[config.mk]
export PLATFORM = sky130hd
export DESIGN_NAME = decimal_text_to_u128
export DESIGN_NICKNAME = d
export VERILOG_FILES = /design/src/rtl/dtu_pkg.sv /design/src/rtl/dtu_step.sv /design/src/rtl/dtu_result.sv /design/src/rtl/decimal_text_to_u128.sv
export SDC_FILE = /design/constraint.sdc
export NUM_CORES = 1
export LEC_CHECK = 0
export BUFFER_PORTS_ARGS = -buffer_cell sky130_fd_sc_hd__buf_4
export CORE_MARGIN = 5
export CORE_UTILIZATION = 30
export DETAILED_ROUTE_END_ITERATION = 10
export SLEW_MARGIN = 20
export SYNTH_ARGS = -nofsm -noshare
export SYNTH_HDL_FRONTEND = slang
export SYNTH_SLANG_ARGS = --single-unit
export TNS_END_PERCENT = 1
[constraint.sdc]
create_clock -name clock -period 9.6 [get_ports clock]
set_input_delay 0.48 -clock clock [delete_from_list [all_inputs] [get_ports clock]]
set_output_delay 0.48 -clock clock [all_outputs]
set_load 0.02 [all_outputs]
[src/rtl/dtu_pkg.sv]
// Shared types and codes for the decimal text to 128-bit converter.
package dtu_pkg;

   typedef struct packed {
      logic [7:0] char_code;
      logic       has_char;
      logic       is_last;
   } req_type;

   typedef struct packed {
      logic [63:0] value_high;
      logic [63:0] value_low;
      logic [2:0]  status;
   } rsp_type;

   localparam logic [2:0] ST_OK       = 3'd0;
   localparam logic [2:0] ST_EMPTY    = 3'd1;
   localparam logic [2:0] ST_NONDIGIT = 3'd2;
   localparam logic [2:0] ST_OVERFLOW = 3'd3;
   localparam logic [2:0] ST_ZERO     = 3'd4;

   typedef enum logic [1:0] {
      ERR_NONE     = 2'd0,
      ERR_NONDIGIT = 2'd1,
      ERR_OVERFLOW = 2'd2
   } err_type;

   localparam logic [7:0] CHAR_ZERO = 8'h30;
   localparam logic [7:0] CHAR_NINE = 8'h39;

   typedef struct packed {
      logic [127:0] acc;
      logic         seen;
      err_type      err;
   } parse_state_type;

endpackage

[src/rtl/dtu_step.sv]
// One character step: accumulator times ten plus digit, with error tracking.
module dtu_step
   import dtu_pkg::*;
(
   input  parse_state_type cur,
   input  req_type         item,
   output parse_state_type nxt
);

   logic [131:0] acc_wide;
   logic [131:0] prod;
   logic [3:0]   digit;
   logic         is_digit;

   assign acc_wide = {4'b0000, cur.acc};
   assign digit    = 4'(item.char_code - CHAR_ZERO);
   assign is_digit = (item.char_code >= CHAR_ZERO) && (item.char_code <= CHAR_NINE);
   // x * 10 = (x << 3) + (x << 1)
   assign prod     = (acc_wide << 3) + (acc_wide << 1) + {128'd0, digit};

   always_comb begin
      nxt = cur;
      if (item.has_char) begin
         nxt.seen = 1'b1;
         if (cur.err == ERR_NONE) begin
            if (!is_digit) begin
               nxt.err = ERR_NONDIGIT;
            end else if (prod[131:128] != 4'd0) begin
               nxt.err = ERR_OVERFLOW;
            end else begin
               nxt.acc = prod[127:0];
            end
         end
      end
   end

endmodule

[src/rtl/dtu_result.sv]
// Forms the result transaction from the parse state at the end of a string.
module dtu_result
   import dtu_pkg::*;
(
   input  parse_state_type st,
   output rsp_type         rsp
);

   always_comb begin
      rsp.value_high = 64'd0;
      rsp.value_low  = 64'd0;
      if (!st.seen) begin
         rsp.status = ST_EMPTY;
      end else if (st.err == ERR_NONDIGIT) begin
         rsp.status = ST_NONDIGIT;
      end else if (st.err != ERR_NONE) begin
         rsp.status = ST_OVERFLOW;
      end else begin
         rsp.value_high = st.acc[127:64];
         rsp.value_low  = st.acc[63:0];
         rsp.status     = (st.acc == 128'd0) ? ST_ZERO : ST_OK;
      end
   end

endmodule

[src/rtl/decimal_text_to_u128.sv]
// Top level of the ASCII decimal string to 128-bit binary converter.
//
//   channel   direction  ports                             payload
//   req       in         req_valid, req_stall, req_data    req_type (one character)
//   rsp       out        rsp_valid, rsp_stall, rsp_data    rsp_type (value and status)
//
// One character is taken every cycle while no end marker waits. A transaction
// lands in the input register; the times-ten add and the status logic run in
// the cycle after, and the result register captures the end marker's result.
// Reset (synchronous, active high) empties both registers and clears the
// accumulator, the seen flag and the sticky error.
// While rsp stalls, characters keep flowing; an end marker waits and stalls req.
module decimal_text_to_u128
   import dtu_pkg::*;
(
   input  logic    clock,
   input  logic    reset,
   input  logic    req_valid,
   output logic    req_stall,
   input  req_type req_data,
   output logic    rsp_valid,
   input  logic    rsp_stall,
   output rsp_type rsp_data
);

   // Input register
   logic            in_valid_ff, in_valid_in;
   req_type         in_data_ff, in_data_in;
   // Parse state
   parse_state_type state_ff, state_in;
   parse_state_type state_step;
   // Result register
   logic            rsp_valid_ff, rsp_valid_in;
   rsp_type         rsp_data_ff, rsp_data_in;
   rsp_type         rsp_form;

   logic out_free;
   logic proceed;
   logic accept;

   dtu_step u_step (
      .cur  (state_ff),
      .item (in_data_ff),
      .nxt  (state_step)
   );

   dtu_result u_result (
      .st  (state_step),
      .rsp (rsp_form)
   );

   // The result register is free when empty or being drained this cycle.
   assign out_free = !rsp_valid_ff || !rsp_stall;
   // Characters without an end never need the result register.
   assign proceed  = in_valid_ff && (!in_data_ff.is_last || out_free);
   assign req_stall = in_valid_ff && !proceed;
   assign accept    = req_valid && !req_stall;

   always_comb begin
      in_valid_in = in_valid_ff;
      in_data_in  = in_data_ff;
      if (proceed) begin
         in_valid_in = 1'b0;
      end
      if (accept) begin
         in_valid_in = 1'b1;
         in_data_in  = req_data;
      end
   end

   always_comb begin
      state_in     = state_ff;
      rsp_valid_in = rsp_valid_ff;
      rsp_data_in  = rsp_data_ff;
      if (rsp_valid_ff && !rsp_stall) begin
         rsp_valid_in = 1'b0;
      end
      if (proceed) begin
         if (in_data_ff.is_last) begin
            // Emit the result and drop back to a fresh string.
            rsp_valid_in = 1'b1;
            rsp_data_in  = rsp_form;
            state_in     = '{acc: 128'd0, seen: 1'b0, err: ERR_NONE};
         end else begin
            state_in = state_step;
         end
      end
   end

   always_ff @(posedge clock) begin
      if (reset) begin
         in_valid_ff  <= 1'b0;
         rsp_valid_ff <= 1'b0;
         state_ff     <= '{acc: 128'd0, seen: 1'b0, err: ERR_NONE};
      end else begin
         in_valid_ff  <= in_valid_in;
         rsp_valid_ff <= rsp_valid_in;
         state_ff     <= state_in;
      end
   end

   always_ff @(posedge clock) begin
      in_data_ff  <= in_data_in;
      rsp_data_ff <= rsp_data_in;
   end

   assign rsp_valid = rsp_valid_ff;
   assign rsp_data  = rsp_data_ff;

endmodule
==> reports/metrics.csv <==
metric;value;unit
fin crit period;6548;ps
Cell variety after synth;74;
Routability Congestion;1.027;
Post-synth top flop;edfxtp_1;
IO Port Bufs;146;
total track usage;19.85;%
final net count;2944;
Worst setup startpoint;state_ff[3]$_SDFFE_PP0P_;
largest net degree at the start of global routing;84;
static leakage;11.05;nW
count of pins over their slew limit;0;
WP data required;10060;ps
global-route wire length before repair;122800;µm
drt first pass iters;6;
actual slew at the worst max-slew pin;1071;ps
pre-CTS setup slack;3174;ps
Via density;5.662;
initial antenna violation count;0;
Crit Path Category;flip-flop to flip-flop;
CTS buffer count;31;
Max-cap violations;0;
Fill cells;7751;
num rows;99;
CTS resizes;0;
endpoints failing hold;0;
Final ANT Viol Nets;0;
Die Width;279.9;µm
RSZ-0062 raised after global routing;no;
non-filler instance count after layout;3655;
Core Box Area;0.07259;mm²
Synth async-reset ratio;0;%
Post-DP HPWL;64770;µm
reg-to-reg endpoint;rsp_data[2]$_SDFFCE_PP0P_;
share of layout cells above drive strength 1;8.531;%
placed insts;3599;
routed len/inst;22.26;µm
Peak VDD IR;0.0001077;V
number of global-route vias before repair;19710;
placement-stage cell area;0.02372;mm²
die area;0.07836;mm²
syn nets;2894;
Cell Area, Synth;0.02186;mm²
top cells by area in the synthesized netlist;edfxtp_1 19%, ha_1 15%, dfxtp_1 12%;
Arr. time, crit path;7010;ps
synthesized flop and latch total;274;
Worst Hold Class;input pin to flip-flop;
PnR worst setup slack;3052;ps
outcome;complete, no violations;
CP Capture Type;flip-flop;
CTS tree;done;
Layout area overhead;13.03;%
num ports;147;
Clock Tree Buf Depth;3;
clk root buf;clkbuf_16;
sequential area share after synthesis;31.55;%
H-tree depth;1;
slack of the worst reg-to-reg path;3050;ps
Fin Clk Skew;16.88;ps
leading cell types by count after synthesis;470 x nor2_1, 255 x ha_1, 252 x a21oi_1, 198 x nand2_1, 143 x o21ai_0;
DRC Markers;0;
Post-synth EDFFs;141;
Hold Slack;59.34;ps
Achievable Freq;152.7;MHz
Cells after Synth;2623;
YS warnings;0;
via count;20690;
RR Startpoint;state_ff[3]$_SDFFE_PP0P_;
final setup vio count;0;
ANT cells;0;
Final Cell Area;0.02471;mm²
Slew HR;27.91;%
total grt overflow;0;
initial core utilization;30.11;%
maximum fanout along the worst path;5;
type of origin of the critical path;flip-flop;
clock-pin slew on the worst setup and hold paths;60;ps
Reg2Reg Depth;18;
cell accounting for the most synthesized area;edfxtp_1;
CP endpoint;rsp_data[2]$_SDFFCE_PP0P_;
Sink Count;274;
Clock Latency Late Sink;610;ps
drt first-iter violations;1957;
most frequent cell after synthesis;nor2_1;
Syn Area/Cell;8.333;µm²
final period utilization;68.21;%
routed wire length;81370;µm
share of the synthesized area in the top cell type;19.37;%
die height;279.9;µm
cts hold-fix bufs;0;
power density cells;102.2;mW/mm²
setup TNS;0;ps
# Post-CTS Setup Buffers;0;
## where the power goes
part,internal (W),switching (W)
clock,0.000683,0.000512
combinational,0.0000197,0.0000695
sequential,0.00123,0.00000533
## cell usage in the layout, fill, tap and decap left out, types with 6 or more instances in the layout
cell and instances:
a21boi_0 15, clkbuf_16 31, o31ai_1 14, edfxtp_1 141, or4_1 14, nand4_1 82, xor2_1 60, inv_1 28
nor4_1 46, and4_1 7, nor2b_1 11, mux2i_1 123, nor2_1 468, o21ai_0 143, and2_1 9, a21o_1 32
clkinv_1 6, o21bai_1 18, nand3_1 36, or3_1 7, nand2_1 196, o211ai_1 12, and3_1 6, a21oi_1 252
xnor2_1 62, o21ai_1 10, a31oi_1 22, a211oi_1 21, buf_4 160, a22oi_1 89, ha_1 255, nand2b_1 8
clkbuf_1 7, nor3_1 49, dfxtp_1 133, o21a_1 26
## metrics by stage
step | total power (W) | utilization [%]
after global routing | 0.002615 | 34.04
after detailed placement | 0.001356 | 32.68
after CTS | 0.002563 | 34.04
final | 0.002524 | 34.04
after floorplan | 0.001320 | -
after global placement | 0.001356 | 32.68
## sequential cells by signal, summed over array words and instances, names as in the netlist
register / count
in_valid_ff: 1
state_ff: 131
in_data_ff: 10
rsp_valid: 1
rsp_data: 131
## routing by layer
metal  track usage, %  share of wire, %  up-vias
li1                 -                 -     9818
met1            28.30                46    10070
met2            31.84                45      697
met3            2.459               6.0      108
met4            5.425               3.0        0
met5                0                 0        -
## cell families after synthesis
| family | synth area share, % |
|---|---|
| xor+xnor | 4.889 |
| flops | 31.55 |
| compound gates | 20.12 |
| fa+ha+maj | 14.78 |
| mux | 5.633 |
| buf+inv | 3.160 |
| simple gates | 19.87 |
## worst max-delay path: stages, from the launching register on
cell       delay (ps)
dfxtp_1           410
inv_1              80
fa_1              500
inv_1              60
fa_1              480
a211oi_1          370
o21ai_1           210
a22oi_1           320
a2111oi_0         250
a211oi_1          700
nand3_1           260
nand2_1           160
xnor2_1           180
or4_1             520
or4_1             550
nor4_1            520
mux2i_1           240
nor4b_1           360
and4_1            240
## how the worst min path moves through the flow
stage / from / to / slack (ps) / cells after the start
global route: req_data[9] / in_data_ff[9]$_DFFE_PP_ / 30 / 1
finish: req_data[3] / in_data_ff[3]$_DFFE_PP_ / 60 / 1
CTS: req_data[3] / in_data_ff[3]$_DFFE_PP_ / 20 / 1
global placement: state_ff[2]$_SDFFE_PP0P_ / state_ff[2]$_SDFFE_PP0P_ / 460 / 2
detailed placement: state_ff[2]$_SDFFE_PP0P_ / state_ff[2]$_SDFFE_PP0P_ / 480 / 2
floorplan: state_ff[2]$_SDFFE_PP0P_ / state_ff[2]$_SDFFE_PP0P_ / 440 / 2
## cell type report
cell class,count,area [µm²],share of cell area [%]
Multi-Input combinational cell,2178,14320,57.95
Sequential cell,274,6897,27.91
Timing Repair Buffer,160,1201,4.862
Tap cell,959,1200,4.857
Clock buffer,40,829.5,3.358
Clock inverter,16,157.7,0.6381
Inverter,28,105.1,0.4254
No activity file was read; power rests on OpenSTA's default activity.
